$ cat src/abs_pkg.sv
// Shared constants and types for the alternating-bit sender.
// No dependencies; every other file imports this package, except abs_ram.
`default_nettype none
package abs_pkg;
    localparam int PAYLOAD_BYTES = 20;
    localparam int IDX_W         = (PAYLOAD_BYTES > 1) ? $clog2(PAYLOAD_BYTES) : 1;
    localparam int SEQ_W         = 20;
    localparam int SUM_W         = 25;
    localparam int BYTE_W        = 8;
    localparam int BITCNT_W      = $clog2(BYTE_W);
    localparam int WGT_W         = 22;
    localparam int QDEPTH        = 2;
    localparam int QPTR_W        = $clog2(QDEPTH);

    localparam logic [SUM_W-1:0] CHECK_MOD  = 25'd19260817;
    localparam logic [WGT_W-1:0] CHECK_BASE = 22'd114514;
    localparam logic [IDX_W-1:0] LAST_IDX   = IDX_W'(PAYLOAD_BYTES - 1);

    localparam logic CMD_MSG = 1'b0;
    localparam logic CMD_ACK = 1'b1;

    typedef struct packed {
        logic             seq_bit;
        logic [SUM_W-1:0] check;
    } t_job;
endpackage
`default_nettype wire

$ cat src/abs_if.sv
// Handshake channels of the alternating-bit sender: input word and output word.
// Depends on abs_pkg.
`default_nettype none
interface abs_in_if;
    import abs_pkg::*;
    logic              valid;
    logic              ready;
    logic              command;
    logic [SEQ_W-1:0]  seq_number;
    logic [SEQ_W-1:0]  ack_number;
    logic [SUM_W-1:0]  check_value;
    logic [BYTE_W-1:0] payload_byte;

    modport source (output valid, command, seq_number, ack_number, check_value,
                    payload_byte, input ready);
    modport sink   (input valid, command, seq_number, ack_number, check_value,
                    payload_byte, output ready);
endinterface

interface abs_out_if;
    import abs_pkg::*;
    logic              valid;
    logic              ready;
    logic              out_seq;
    logic              out_ack;
    logic [SUM_W-1:0]  out_check;
    logic [BYTE_W-1:0] out_byte;
    logic              out_last;

    modport source (output valid, out_seq, out_ack, out_check, out_byte, out_last,
                    input ready);
    modport sink   (input valid, out_seq, out_ack, out_check, out_byte, out_last,
                    output ready);
endinterface
`default_nettype wire

$ cat src/abs_ram.sv
// Generic single-write, single-read RAM with registered read data.
// No dependencies.
`default_nettype none
module abs_ram #(
    parameter int WIDTH = 8,
    parameter int DEPTH = 16
) (
    input  wire logic                                      i_clk,
    input  wire logic                                      i_we,
    input  wire logic [((DEPTH > 1) ? $clog2(DEPTH) : 1)-1:0] i_waddr,
    input  wire logic [WIDTH-1:0]                          i_wdata,
    input  wire logic                                      i_re,
    input  wire logic [((DEPTH > 1) ? $clog2(DEPTH) : 1)-1:0] i_raddr,
    output logic      [WIDTH-1:0]                          o_rdata
);
    logic [WIDTH-1:0] r_mem [DEPTH];

    always_ff @(posedge i_clk) begin
        if (i_we) begin
            r_mem[i_waddr] <= i_wdata;
        end
        if (i_re) begin
            o_rdata <= r_mem[i_raddr];
        end
    end
endmodule
`default_nettype wire

$ cat src/abs_front.sv
// Front end: takes input words, keeps phase, byte index and running checksum,
// stores message bytes and issues send jobs. Depends on abs_pkg, abs_if.
`default_nettype none
module abs_front (
    input  wire logic                        i_clk,
    input  wire logic                        i_rst_n,
    abs_in_if.sink                           i_in,
    input  wire logic                        i_pkt_busy,
    output logic                             o_job_valid,
    output abs_pkg::t_job                    o_job,
    input  wire logic                        i_job_ready,
    output logic                             o_ram_we,
    output logic [abs_pkg::IDX_W-1:0]        o_ram_waddr,
    output logic [abs_pkg::BYTE_W-1:0]       o_ram_wdata
);
    import abs_pkg::*;

    typedef enum logic [2:0] {
        F_READY = 3'b001,
        F_MUL   = 3'b010,
        F_ACC   = 3'b100
    } t_fstate;

    t_fstate             r_state;
    logic                r_waiting;
    logic                r_seq_bit;
    logic [IDX_W-1:0]    r_idx;
    logic [SUM_W-1:0]    r_sum;
    logic [SUM_W-1:0]    r_check;
    logic [WGT_W-1:0]    r_wgt;
    logic [BYTE_W-1:0]   r_byte;
    logic [SUM_W-1:0]    r_acc;
    logic [BITCNT_W-1:0] r_bitcnt;
    logic                r_last;
    logic                r_is_ack;
    logic [SUM_W-1:0]    r_chk;
    logic                r_ack_ok;

    logic              msg_item;
    logic              ack_item;
    logic              accept;
    logic [SEQ_W-1:0]  seq_sel;
    logic [SEQ_W-1:0]  ack_sel;
    logic [WGT_W-1:0]  wgt;
    logic [SUM_W:0]    dbl;
    logic [SUM_W:0]    dbl_red;
    logic [SUM_W:0]    addw;
    logic [SUM_W:0]    addw_red;
    logic [SUM_W:0]    total;
    logic [SUM_W-1:0]  n_sum;
    logic              clean_hit;

    assign msg_item = (i_in.command == CMD_MSG) && !r_waiting;
    assign ack_item = (i_in.command == CMD_ACK) && r_waiting;

    // message bytes wait until the previous packet has drained from the buffer
    assign i_in.ready = (r_state == F_READY) && !(msg_item && i_pkt_busy);
    assign accept     = i_in.valid && i_in.ready;

    assign seq_sel = r_waiting ? i_in.seq_number : {{(SEQ_W-1){1'b0}}, r_seq_bit};
    assign ack_sel = r_waiting ? i_in.ack_number : '0;
    assign wgt     = WGT_W'(seq_sel) + WGT_W'(ack_sel) + WGT_W'(r_idx) + CHECK_BASE;

    // one multiplier bit per cycle, MSB first, kept below the modulus
    always_comb begin
        dbl      = {r_acc, 1'b0};
        dbl_red  = (dbl >= {1'b0, CHECK_MOD}) ? dbl - {1'b0, CHECK_MOD} : dbl;
        addw     = dbl_red + (r_byte[BYTE_W-1] ? (SUM_W+1)'(r_wgt) : '0);
        addw_red = (addw >= {1'b0, CHECK_MOD}) ? addw - {1'b0, CHECK_MOD} : addw;
        total    = {1'b0, r_sum} + {1'b0, r_acc};
        n_sum    = (total >= {1'b0, CHECK_MOD}) ? SUM_W'(total - {1'b0, CHECK_MOD})
                                                : total[SUM_W-1:0];
    end

    assign clean_hit   = (n_sum == r_chk) && r_ack_ok;
    assign o_job_valid = (r_state == F_ACC) && r_last && !(r_is_ack && clean_hit);
    assign o_job.seq_bit = r_seq_bit;
    assign o_job.check   = r_is_ack ? r_check : n_sum;

    assign o_ram_we    = accept && msg_item;
    assign o_ram_waddr = r_idx;
    assign o_ram_wdata = i_in.payload_byte;

    always_ff @(posedge i_clk) begin
        if (!i_rst_n) begin
            r_state   <= F_READY;
            r_waiting <= 1'b0;
            r_seq_bit <= 1'b0;
            r_idx     <= '0;
            r_sum     <= '0;
            r_check   <= '0;
        end else begin
            case (r_state)
                F_READY: begin
                    if (accept && (msg_item || ack_item)) begin
                        r_state <= F_MUL;
                    end
                end
                F_MUL: begin
                    if (r_bitcnt == BITCNT_W'(BYTE_W - 1)) begin
                        r_state <= F_ACC;
                    end
                end
                F_ACC: begin
                    if (!r_last) begin
                        r_sum   <= n_sum;
                        r_idx   <= r_idx + 1'b1;
                        r_state <= F_READY;
                    end else if (r_is_ack && clean_hit) begin
                        r_sum     <= '0;
                        r_idx     <= '0;
                        r_seq_bit <= !r_seq_bit;
                        r_waiting <= 1'b0;
                        r_state   <= F_READY;
                    end else if (i_job_ready) begin
                        r_sum   <= '0;
                        r_idx   <= '0;
                        r_state <= F_READY;
                        if (!r_is_ack) begin
                            r_check   <= n_sum;
                            r_waiting <= 1'b1;
                        end
                    end
                end
                default: r_state <= F_READY;
            endcase
        end
    end

    always_ff @(posedge i_clk) begin
        if (r_state == F_READY) begin
            r_wgt    <= wgt;
            r_byte   <= i_in.payload_byte;
            r_acc    <= '0;
            r_bitcnt <= '0;
            r_last   <= (r_idx == LAST_IDX);
            r_is_ack <= r_waiting;
            r_chk    <= i_in.check_value;
            r_ack_ok <= (i_in.ack_number == {{(SEQ_W-1){1'b0}}, r_seq_bit});
        end else if (r_state == F_MUL) begin
            r_acc    <= addw_red[SUM_W-1:0];
            r_byte   <= {r_byte[BYTE_W-2:0], 1'b0};
            r_bitcnt <= r_bitcnt + 1'b1;
        end
    end
endmodule
`default_nettype wire

$ cat src/abs_queue.sv
// Short job queue between front end and back end.
// Depends on abs_pkg.
`default_nettype none
module abs_queue (
    input  wire logic          i_clk,
    input  wire logic          i_rst_n,
    input  wire logic          i_push_valid,
    input  wire abs_pkg::t_job i_push_job,
    output logic               o_push_ready,
    output logic               o_pop_valid,
    output abs_pkg::t_job      o_pop_job,
    input  wire logic          i_pop_ready
);
    import abs_pkg::*;

    t_job                r_mem [QDEPTH];
    logic [QPTR_W-1:0]   r_wr_ptr;
    logic [QPTR_W-1:0]   r_rd_ptr;
    logic [QPTR_W:0]     r_count;
    logic                push;
    logic                pop;

    assign o_push_ready = (r_count != (QPTR_W+1)'(QDEPTH));
    assign o_pop_valid  = (r_count != '0);
    assign o_pop_job    = r_mem[r_rd_ptr];
    assign push         = i_push_valid && o_push_ready;
    assign pop          = o_pop_valid && i_pop_ready;

    always_ff @(posedge i_clk) begin
        if (!i_rst_n) begin
            r_wr_ptr <= '0;
            r_rd_ptr <= '0;
            r_count  <= '0;
        end else begin
            if (push) begin
                r_wr_ptr <= r_wr_ptr + 1'b1;
            end
            if (pop) begin
                r_rd_ptr <= r_rd_ptr + 1'b1;
            end
            if (push && !pop) begin
                r_count <= r_count + 1'b1;
            end else if (pop && !push) begin
                r_count <= r_count - 1'b1;
            end
        end
    end

    always_ff @(posedge i_clk) begin
        if (push) begin
            r_mem[r_wr_ptr] <= i_push_job;
        end
    end
endmodule
`default_nettype wire

$ cat src/abs_back.sv
// Back end: plays one packet out of the resend buffer per job, one word per byte.
// Depends on abs_pkg, abs_if.
`default_nettype none
module abs_back (
    input  wire logic                    i_clk,
    input  wire logic                    i_rst_n,
    input  wire logic                    i_job_valid,
    input  wire abs_pkg::t_job           i_job,
    output logic                         o_job_ready,
    output logic                         o_ram_re,
    output logic [abs_pkg::IDX_W-1:0]    o_ram_raddr,
    input  wire logic [abs_pkg::BYTE_W-1:0] i_ram_rdata,
    abs_out_if.source                    o_out,
    output logic                         o_busy
);
    import abs_pkg::*;

    typedef enum logic [2:0] {
        B_IDLE  = 3'b001,
        B_FETCH = 3'b010,
        B_SEND  = 3'b100
    } t_bstate;

    t_bstate          r_state;
    t_job             r_job;
    logic [IDX_W-1:0] r_idx;

    assign o_job_ready = (r_state == B_IDLE);
    assign o_busy      = (r_state != B_IDLE);
    assign o_ram_re    = (r_state == B_FETCH);
    assign o_ram_raddr = r_idx;

    assign o_out.valid     = (r_state == B_SEND);
    assign o_out.out_seq   = r_job.seq_bit;
    assign o_out.out_ack   = 1'b0;
    assign o_out.out_check = r_job.check;
    assign o_out.out_byte  = i_ram_rdata;
    assign o_out.out_last  = (r_idx == LAST_IDX);

    always_ff @(posedge i_clk) begin
        if (!i_rst_n) begin
            r_state <= B_IDLE;
            r_idx   <= '0;
        end else begin
            case (r_state)
                B_IDLE: begin
                    if (i_job_valid) begin
                        r_idx   <= '0;
                        r_state <= B_FETCH;
                    end
                end
                B_FETCH: r_state <= B_SEND;
                B_SEND: begin
                    if (o_out.ready) begin
                        if (r_idx == LAST_IDX) begin
                            r_state <= B_IDLE;
                        end else begin
                            r_idx   <= r_idx + 1'b1;
                            r_state <= B_FETCH;
                        end
                    end
                end
                default: r_state <= B_IDLE;
            endcase
        end
    end

    always_ff @(posedge i_clk) begin
        if (r_state == B_IDLE && i_job_valid) begin
            r_job <= i_job;
        end
    end
endmodule
`default_nettype wire

$ cat src/alternating_bit_sender.sv
// Alternating-bit sender: front end, job queue, back end and resend buffer RAM.
// Depends on abs_pkg, abs_if, abs_ram, abs_front, abs_queue, abs_back.
//
// Stop-and-wait sender. Each input word is a message byte (command 0) or an
// ack packet byte (command 1); a packet is PAYLOAD_BYTES words. A message or ack
// byte that is used is taken, multiplied bit-serially (weight times byte, mod
// 19260817) and then accumulated before the front end takes the next word; the
// last byte of a packet stays longer while the job queue is full.
// Words that do not apply to the current phase are taken and dropped. A complete
// message, or a failed ack, queues a packet that leaves on the output channel
// word by word: each byte is read from the registered resend buffer and then
// sent once the output is ready. Ack bytes are taken while a packet is going out;
// message bytes are held off until the outgoing packet has fully left.
`default_nettype none
module alternating_bit_sender (
    input  wire logic i_clk,
    input  wire logic i_rst_n,
    abs_in_if.sink    i_in,
    abs_out_if.source o_out
);
    import abs_pkg::*;

    t_job              front_job;
    logic              front_job_valid;
    logic              front_job_ready;
    t_job              q_job;
    logic              q_valid;
    logic              back_ready;
    logic              back_busy;
    logic              ram_we;
    logic [IDX_W-1:0]  ram_waddr;
    logic [BYTE_W-1:0] ram_wdata;
    logic              ram_re;
    logic [IDX_W-1:0]  ram_raddr;
    logic [BYTE_W-1:0] ram_rdata;
    logic              pkt_busy;

    assign pkt_busy = q_valid || back_busy;

    abs_front u_front (
        .i_clk       (i_clk),
        .i_rst_n     (i_rst_n),
        .i_in        (i_in),
        .i_pkt_busy  (pkt_busy),
        .o_job_valid (front_job_valid),
        .o_job       (front_job),
        .i_job_ready (front_job_ready),
        .o_ram_we    (ram_we),
        .o_ram_waddr (ram_waddr),
        .o_ram_wdata (ram_wdata)
    );

    abs_queue u_queue (
        .i_clk        (i_clk),
        .i_rst_n      (i_rst_n),
        .i_push_valid (front_job_valid),
        .i_push_job   (front_job),
        .o_push_ready (front_job_ready),
        .o_pop_valid  (q_valid),
        .o_pop_job    (q_job),
        .i_pop_ready  (back_ready)
    );

    abs_ram #(
        .WIDTH (BYTE_W),
        .DEPTH (PAYLOAD_BYTES)
    ) u_buf (
        .i_clk   (i_clk),
        .i_we    (ram_we),
        .i_waddr (ram_waddr),
        .i_wdata (ram_wdata),
        .i_re    (ram_re),
        .i_raddr (ram_raddr),
        .o_rdata (ram_rdata)
    );

    abs_back u_back (
        .i_clk       (i_clk),
        .i_rst_n     (i_rst_n),
        .i_job_valid (q_valid),
        .i_job       (q_job),
        .o_job_ready (back_ready),
        .o_ram_re    (ram_re),
        .o_ram_raddr (ram_raddr),
        .i_ram_rdata (ram_rdata),
        .o_out       (o_out),
        .o_busy      (back_busy)
    );
endmodule
`default_nettype wire

$ cat src/flat_wrapper.sv
// flat-port wrapper written by rule: the top's interface ports become plain ports
module alternating_bit_sender_flat import abs_pkg::*;
  (i_clk, i_rst_n, i_in_valid, i_in_command, i_in_seq_number, i_in_ack_number, i_in_check_value, i_in_payload_byte, i_in_ready, o_out_valid, o_out_out_seq, o_out_out_ack, o_out_out_check, o_out_out_byte, o_out_out_last, o_out_ready);
  abs_in_if i_in_i ();
  abs_out_if o_out_i ();
  input  wire logic i_clk;
  input  wire logic i_rst_n;
  input wire logic [$bits(i_in_i.valid)-1:0] i_in_valid;
  input wire logic [$bits(i_in_i.command)-1:0] i_in_command;
  input wire logic [$bits(i_in_i.seq_number)-1:0] i_in_seq_number;
  input wire logic [$bits(i_in_i.ack_number)-1:0] i_in_ack_number;
  input wire logic [$bits(i_in_i.check_value)-1:0] i_in_check_value;
  input wire logic [$bits(i_in_i.payload_byte)-1:0] i_in_payload_byte;
  output wire logic [$bits(i_in_i.ready)-1:0] i_in_ready;
  output wire logic [$bits(o_out_i.valid)-1:0] o_out_valid;
  output wire logic [$bits(o_out_i.out_seq)-1:0] o_out_out_seq;
  output wire logic [$bits(o_out_i.out_ack)-1:0] o_out_out_ack;
  output wire logic [$bits(o_out_i.out_check)-1:0] o_out_out_check;
  output wire logic [$bits(o_out_i.out_byte)-1:0] o_out_out_byte;
  output wire logic [$bits(o_out_i.out_last)-1:0] o_out_out_last;
  input wire logic [$bits(o_out_i.ready)-1:0] o_out_ready;
  assign i_in_i.valid = i_in_valid;
  assign i_in_i.command = i_in_command;
  assign i_in_i.seq_number = i_in_seq_number;
  assign i_in_i.ack_number = i_in_ack_number;
  assign i_in_i.check_value = i_in_check_value;
  assign i_in_i.payload_byte = i_in_payload_byte;
  assign i_in_ready = i_in_i.ready;
  assign o_out_valid = o_out_i.valid;
  assign o_out_out_seq = o_out_i.out_seq;
  assign o_out_out_ack = o_out_i.out_ack;
  assign o_out_out_check = o_out_i.out_check;
  assign o_out_out_byte = o_out_i.out_byte;
  assign o_out_out_last = o_out_i.out_last;
  assign o_out_i.ready = o_out_ready;
  alternating_bit_sender u_core (.i_clk(i_clk), .i_rst_n(i_rst_n), .i_in(i_in_i), .o_out(o_out_i));
endmodule
$ cat config.mk
export PLATFORM = sky130hd
export DESIGN_NAME = alternating_bit_sender_flat
export DESIGN_NICKNAME = d
export VERILOG_FILES = /design/src/abs_pkg.sv /design/src/abs_if.sv /design/src/abs_ram.sv /design/src/abs_front.sv /design/src/abs_queue.sv /design/src/abs_back.sv /design/src/alternating_bit_sender.sv /design/src/flat_wrapper.sv
export SDC_FILE = /design/constraint.sdc
export NUM_CORES = 1
export LEC_CHECK = 0
export ABC_CLOCK_PERIOD_IN_PS = 6400
export BUFFER_PORTS_ARGS = -buffer_cell sky130_fd_sc_hd__clkbuf_2
export CAP_MARGIN = 5
export CORE_MARGIN = 4
export CORE_UTILIZATION = 56
export DETAILED_ROUTE_END_ITERATION = 7
export HOLD_SLACK_MARGIN = 0.05
export PLACE_DENSITY = 0.81
export SLEW_MARGIN = 5
export SYNTH_ARGS = -nofsm -noshare
export SYNTH_HDL_FRONTEND = slang
export SYNTH_SLANG_ARGS = --single-unit
$ cat constraint.sdc
create_clock -name i_clk -period 6.4 [get_ports i_clk]
set_clock_uncertainty 0.2 [all_clocks]
set_input_delay 1.28 -clock i_clk [delete_from_list [all_inputs] [get_ports i_clk]]
set_output_delay 1.28 -clock i_clk [all_outputs]
set_load 0.01 [all_outputs]
Word-level counts from Yosys, hierarchy flattened
Memories as Yosys holds them, arrays and structs flattened. A register that Yosys moved wholly into a read port is not among the register bits.
Cells that the tools add are included.
- word-level logic and storage cells: 135
- bits of input ports: 78
- memories: 2
- output and inout port bits: 38
- register bits: 158
- bits in writable memories: 212
- memory list (memory ; words ; bits a word ; rd ports ; clocked after Yosys merged registers in ; write ports ; line ; RTL):
    u_core.u_buf.r_mem ; 20 ; 8 ; 1 ; 1 ; 1 ; abs_ram.sv:16 ; logic [WIDTH-1:0] r_mem [DEPTH];
    u_core.u_queue.r_mem ; 2 ; 26 ; 1 ; 1 ; 1 ; abs_queue.sv:16 ; t_job r_mem [QDEPTH];
- magnitude comparators: 3
- mux-type cells: 38
- bitwise gates (word level): 2
- add/subtract/negate cells: 15
- reduce and logical (&&, ||, !) cells: 35
- equality and inequality tests: 21
- operators with widths (kind ; count):
    $mux W25 ; 6
    $ge A26 B25 Y1 const B ; 3
    $sub A25 B25 Y25 const B ; 2
    $mux W20 ; 2
    $mux W5 ; 6
    $add A25 B25 Y26 ; 1
    $add A26 B22 Y26 ; 1
    $mux W26 ; 1
    $sub A26 B25 Y26 const B ; 1
    $eq A25 B25 Y1 ; 1
    $add A21 B5 Y22 ; 1
    $add A22 B17 Y22 const B ; 1
    $mux W22 ; 1
    $add A20 B20 Y21 ; 1
    $mux W3 ; 7
    $eq A20 B1 Y1 ; 1
    $pmux W3 S3 ; 2
    $mux W8 ; 2
    $logic_and A1 B1 Y1 ; 15
    $reduce_and A4 Y1 ; 3
    $add A5 B1 Y5 const B ; 2
    $eq A5 B5 Y1 const B ; 2
    $pmux W5 S2 ; 1
    $reduce_bool A2 Y1 ; 5
    19 further kinds ; 46

Depth between registers and ports, before layout
- depth in word-level cells: 13
- depth in mapped cells: 29
- mapped depth without buffers: 27

By module
A second synthesis with hierarchy kept.
- cell total of the unflattened synthesis: 2140
- area, all modules: 23346.1 um^2
- modules (own cells, without submodules) (module ; area an instance (um^2) ; seq. area each (um^2) ; instances ; cells each):
    abs_front ; 13401.6 ; 3503.4 ; 1 ; 1643
    abs_ram ; 6562.5 ; 5044.8 ; 1 ; 308
    abs_queue ; 2112.0 ; 1661.6 ; 1 ; 105
    abs_back ; 1263.7 ; 940.9 ; 1 ; 83
    alternating_bit_sender ; 6.3 ; 0.0 ; 1 ; 1

Least setup slack after synthesis
Ideal clock, no wire load.
- path kind: register -> register
- start point: reg u_core.u_front.r_acc[0]
- end point: reg u_core.u_front.r_acc[11]
- buffers on the path: 2
- data arrival time: 6.086 ns
- clock period less this slack: 6.403 ns
- cell stages (with the launch flop): 29
- library setup time: 0.117 ns
- setup slack: -0.003 ns
- required time: 6.083 ns
- path through: dfxtp_1 > o31ai_1 > a21oi_1 > o21ai_0 > a21oi_1 > o21ai_0 > a21oi_1 > nand2b_1 > a21oi_1 > inv_1 > clkbuf_1 > nand3_1 > xnor2_1 > ha_1 > clkbuf_1 > a21o_1 > a21oi_1 > o21ai_0 > o21bai_1 > o211a_1 > o31a_1 > o21a_1 > nor2_1 > xor2_1 > a41oi_1 > o41ai_1 > nor2_1 > xnor2_1 > a22o_1
- longest elaborated chain between the ends: 5
- elaborated cells between the ends (all ways): 7
- those cells by class: 3 x add/sub; 2 x order compare; 2 x mux
- ends and longest elaborated chain (element ; line ; RTL):
    start, declared ; abs_front.sv:32 ; logic [SUM_W-1:0] r_acc;
    start signal, assigned ; abs_front.sv:141 ; r_acc <= addw_red[SUM_W-1:0];
    $sub A26 B25 Y26 / $ge A26 B25 Y1 (equally long branches) ; abs_front.sv:67 ; dbl_red = (dbl >= {1'b0, CHECK_MOD}) ? dbl - {1'b0, CHECK_MOD} : dbl;
    $mux W26 * ; abs_front.sv:67 ;
    $add A26 B22 Y26 * ; abs_front.sv:68 ; addw = dbl_red + (r_byte[BYTE_W-1] ? (SUM_W+1)'(r_wgt) : '0);
    $sub A25 B25 Y25 / $ge A26 B25 Y1 (equally long branches) ; abs_front.sv:69 ; addw_red = (addw >= {1'b0, CHECK_MOD}) ? addw - {1'b0, CHECK_MOD} : addw;
    $mux W25 * ; abs_front.sv:69 ;
Mark *: on every way between the ends. The rest lies on a longest branch, timed or not.
A chain may end at the register's enable or synchronous reset.

Worst setup path after layout
- start point: reg u_core.u_front.r_acc[8]
- end point: reg u_core.u_queue.r_count[1]
- longest elaborated chain between the ends: 12
- elaborated cells between the ends (all ways): 15
- those cells by class: 2 x add/sub; 1 x order compare; 1 x eq/ne; 2 x mux; 9 x reduce/logical
- ends and longest elaborated chain (element ; line ; RTL):
    $add A25 B25 Y26 * ; abs_front.sv:70 ; total = {1'b0, r_sum} + {1'b0, r_acc};
    $sub A25 B25 Y25 / $ge A26 B25 Y1 (equally long branches) ; abs_front.sv:71 ; n_sum = (total >= {1'b0, CHECK_MOD}) ? SUM_W'(total - {1'b0, CHECK_MOD})
    $mux W25 * ; abs_front.sv:71 ;
    $eq A25 B25 Y1 * ; abs_front.sv:75 ; assign clean_hit = (n_sum == r_chk) && r_ack_ok;
    $logic_and A1 B1 Y1 * ; abs_front.sv:75 ;
    $logic_and A1 B1 Y1 * ; abs_front.sv:76 ; assign o_job_valid = (r_state == F_ACC) && r_last && !(r_is_ack && clean_hit);
    $logic_not A1 Y1 * ; abs_front.sv:76 ;
    $logic_and A1 B1 Y1 * ; abs_front.sv:76 ;
    $logic_and A1 B1 Y1 * ; abs_queue.sv:26 ; assign push = i_push_valid && o_push_ready;
    $logic_not A1 Y1 ; abs_queue.sv:43 ; end else if (pop && !push) begin
    $logic_and A1 B1 Y1 ; abs_queue.sv:43 ;
    $reduce_bool A2 Y1 (no line) ; -- ;
    end signal, assigned ; abs_queue.sv:42 ; r_count <= r_count + 1'b1;
    end signal, assigned ; abs_queue.sv:44 ; r_count <= r_count - 1'b1;
    end, declared ; abs_queue.sv:19 ; logic [QPTR_W:0] r_count;
Marked as above.

==> results.json <==
{
  "cap_violations": 0,
  "worstSetupPathType": "flop to flop",
  "seqPwrFrac_pct": 46.8,
  "viasPerCell": 6.199,
  "r2r_cells": 19,
  "cp_data_arrival_time_ns": 6.56,
  "grt_remaining_overflow": 0,
  "final-hold-violation-count": 0,
  "rows": 73,
  "p_comb_share_pct": 17.2,
  "hold_ws_ns": 0.2486,
  "cts_max_path_buffers": 3,
  "hold_path_depth": 2,
  "cp_top_family": "simple AND/OR/NAND/NOR gates",
  "rsz0062_at_grt": "yes",
  "antenna_found_initial": 3,
  "fin_cells": 2814,
  "internal-power_mw": 4.875,
  "cts_num_sinks": 404,
  "hpwl_mm": 43.81,
  "slew_headroom_pct": 24.17,
  "start_util_pct": 57.16,
  "setup_viol": 0,
  "timing.final.ws_setup_ns": 0.1369,
  "ys_ff_latch": 404,
  "dominantRegCellSynth": "edfxtp_1",
  "crit_chain": "ha_2, and4_1, nand4_1, nand4_1, a21oi_1, xnor2_1, a41oi_1, or4_4, nand3_2, o21ai_1, or4_1, or4_1, nor4_4, nand2_1, nand2b_1, inv_2, ha_1, or3_1, a21oi_1",
  "areaGrowthSynthToFinish_pct": 13.76,
  "cpMaxStageDelayCell": "or4_4",
  "final_antenna_net_count": 0,
  "finalWirelength_mm": 60.63,
  "htreeDepth": 2,
  "track_usage_pct": 26.80,
  "fp.dieH_um": 210.3,
  "clockRootBuffer": "clkbuf_16",
  "swShare_pct": 28.34,
  "synth-edff-count": 304,
  "post-place-ws_ns": -0.07551,
  "yosysWarnings": 0,
  "core-area_um2": 40100,
  "slew_viol_final": 0,
  "gp_congestion": 0.9573,
  "dr_total_vias": 17440,
  "synth_nets": 2301,
  "yosysUniqueCellTypes": 93,
  "die_w_um": 210.3,
  "dpl.cell_count": 2732,
  "antenna_cells": 0,
  "grt_start_max_net_pins": 85,
  "clkSlewWorstSetupHoldPaths_ns": 0.07,
  "clock.fmax_mhz": 159.7,
  "first_global_vias": 16910,
  "crit_required_ns": 6.69,
  "wl_per_cell_um": 21.55,
  "synth_area_um2": 22920,
  "worstMarginPinSlew_ns": 1.136,
  "clockPowerShare_pct": 36.1,
  "crit_path_max_fanout": 11,
  "end_kind": "flop",
  "drive_above_1_share_pct": 19.62,
  "async_reset_ff_share_pct": 0,
  "die-area_um2": 44230,
  "p_leak_nw": 9.960,
  "p_per_area_nw_per_um2": 260.9,
  "avgSynthCellArea_um2": 10.91,
  "critPathBufInv": 1,
  "numCtsBuffers": 41,
  "drtIter0Drc": 1772,
  "min_path_type": "flop to flop",
  "setup.worst_path.start_class": "flop",
  "status": "completed",
  "slowest_delay_ns": 0.60,
  "fin_crit_sh_pct": 97.86,
  "p_sw_mw": 1.927,
  "cts_hold_buf": 0,
  "fin_crit_ns": 6.263,
  "yosysSeqAreaShare_pct": 48.56,
  "path_depth": 19,
  "drtPass1Iterations": 6,
  "clock_latency_ns": 0.58,
  "drc": 0,
  "layout.nets": 2457,
  "grt_pass1_wl_mm": 93.86,
  "io_pins": 116,
  "cts_tree": "yes",
  "postSynthCellCount": 2100,
  "max-vdd-ir-drop_uv": 218.0,
  "numPortBuffers": 114
}
==> cell type report <==
| type | instances | area, um^2 |
|---|---|---|
| repair buffers | 202 | 1244 |
| clock buffers | 57 | 1212 |
| multi-input cells | 1535 | 11360 |
| fillers | 2926 | 14020 |
| well taps | 525 | 656.9 |
| flip-flops and latches | 404 | 11130 |
| inverters | 72 | 272.8 |
| clock inverters | 19 | 198.9 |
==> path summary, 6_finish.rpt <==
kind / end / startpoint / slack, ns
max: u_core.u_queue.r_count[1] / u_core.u_front.r_acc[8] / 0.14
min: u_core.u_front.r_check[10] / u_core.u_front.r_check[10] / 0.25
max reg2reg: u_core.u_queue.r_count[1] / u_core.u_front.r_acc[8] / 0.14
min reg2reg: u_core.u_front.r_check[10] / u_core.u_front.r_check[10] / 0.25
==> cells by family after synthesis <==
kind of cell / Yosys count / synth area share (%)
compound gates: 454 / 13.31
xor+xnor: 138 / 5.519
fa+ha+maj: 123 / 7.009
buf+inv: 161 / 2.806
flops: 404 / 48.56
mux: 125 / 8.390
other cells: 1 / 0.01636
simple gates: 694 / 14.38
==> synth_stat cells (7+ instances only) <==
master	instances	share of area, %
a211oi_1	11	0.36
a21boi_0	9	0.29
a21o_1	23	0.75
a21oi_1	85	1.9
a31oi_1	12	0.33
and2_1	57	1.6
and3_1	24	0.66
buf_1	8	0.13
buf_2	16	0.35
clkbuf_1	62	1.0
dfxtp_1	100	8.7
edfxtp_1	304	40
fa_1	9	0.79
ha_1	114	6.2
inv_1	71	1.2
mux2_2	57	2.8
mux2i_1	20	0.87
mux4_2	48	4.7
nand2_1	252	4.1
nand2b_1	23	0.63
nand3_1	63	1.4
nand4_1	17	0.46
nor2_1	144	2.4
nor2b_1	16	0.44
nor3_1	33	0.72
nor3b_1	7	0.23
nor4_1	12	0.33
o2111ai_1	11	0.42
o211ai_1	16	0.52
o21a_1	20	0.66
o21ai_0	93	2.0
o21ai_1	43	0.94
o21bai_1	12	0.39
o22ai_1	12	0.33
o31ai_1	10	0.33
or2_2	10	0.27
or3_1	15	0.41
xnor2_1	98	3.7
xor2_1	36	1.4
==> metal layers <==
layer | up-vias | GRT usage (%) | part of all wire (%)
met5 | - | 0 | 0.018
met4 | 2 | 8.888 | 3.3
met3 | 150 | 5.194 | 7.0
met2 | 719 | 44.77 | 49
met1 | 8432 | 35.51 | 41
li1 | 8141 | - | -
==> state kept, by name, summed over array words and instances (netlist names), 5 cells and up <==
signal and count:
u_core.u_buf.o_rdata 8, u_core.u_front.r_sum 25, u_core.u_front.r_chk 25, u_core.u_back.o_ram_raddr 5, u_core.u_front.r_check 25, u_core.u_front.r_wgt 22
u_core.u_front.o_ram_waddr 5, u_core.u_front.r_acc 25, u_core.u_buf.r_mem 160, u_core.u_back.o_out.out_check 25, u_core.u_queue.r_mem 52, u_core.u_front.r_byte 8
==> timing repair <==
action | 4_1_cts | 5_1_grt
setup endpoints to repair | 22 | 131
pin swaps | 0 | 9
gates resized for setup | 6 | 39
setup buffers | 0 | 6
==> through the flow <==
stage          cell area [um^2]  power (mW)  util (%)  setup TNS [ns]
2_1_floorplan             22930       3.958         -               0
3_3_place_gp              24420       4.319     60.91               0
6_report                  26080       6.802     65.03               0
3_5_place_dp              24420       4.360     60.91         -0.1610
5_1_grt                   26080       7.088     65.03        -0.09380
4_1_cts                   25850       6.826     64.47               0
==> layout by cell type (no fill, tap or decap), types with 75 or more instances in the layout <==
master / n
edfxtp_1: 304
ha_1: 113
xnor2_1: 98
nor2_1: 141
dfxtp_1: 98
o21ai_0: 91
clkbuf_2: 114
a21oi_1: 75
nand2_1: 251
buf_4: 87
==> power groups by stage <==
stage	registers, mW	logic [mW]	clock network, mW
after floorplan	3.17	0.784	0
after global placement	3.23	1.09	0
after detailed placement	3.23	1.13	0
after CTS	3.18	1.16	2.49
after global routing	3.20	1.27	2.62
final	3.18	1.17	2.45
==> worst min-delay path: stages, from the launching register on <==
cell and delay [ns]:
dfxtp_1 0.31, nand2_1 0.05, o21ai_1 0.05
Power figures use the tool's default switching activity.
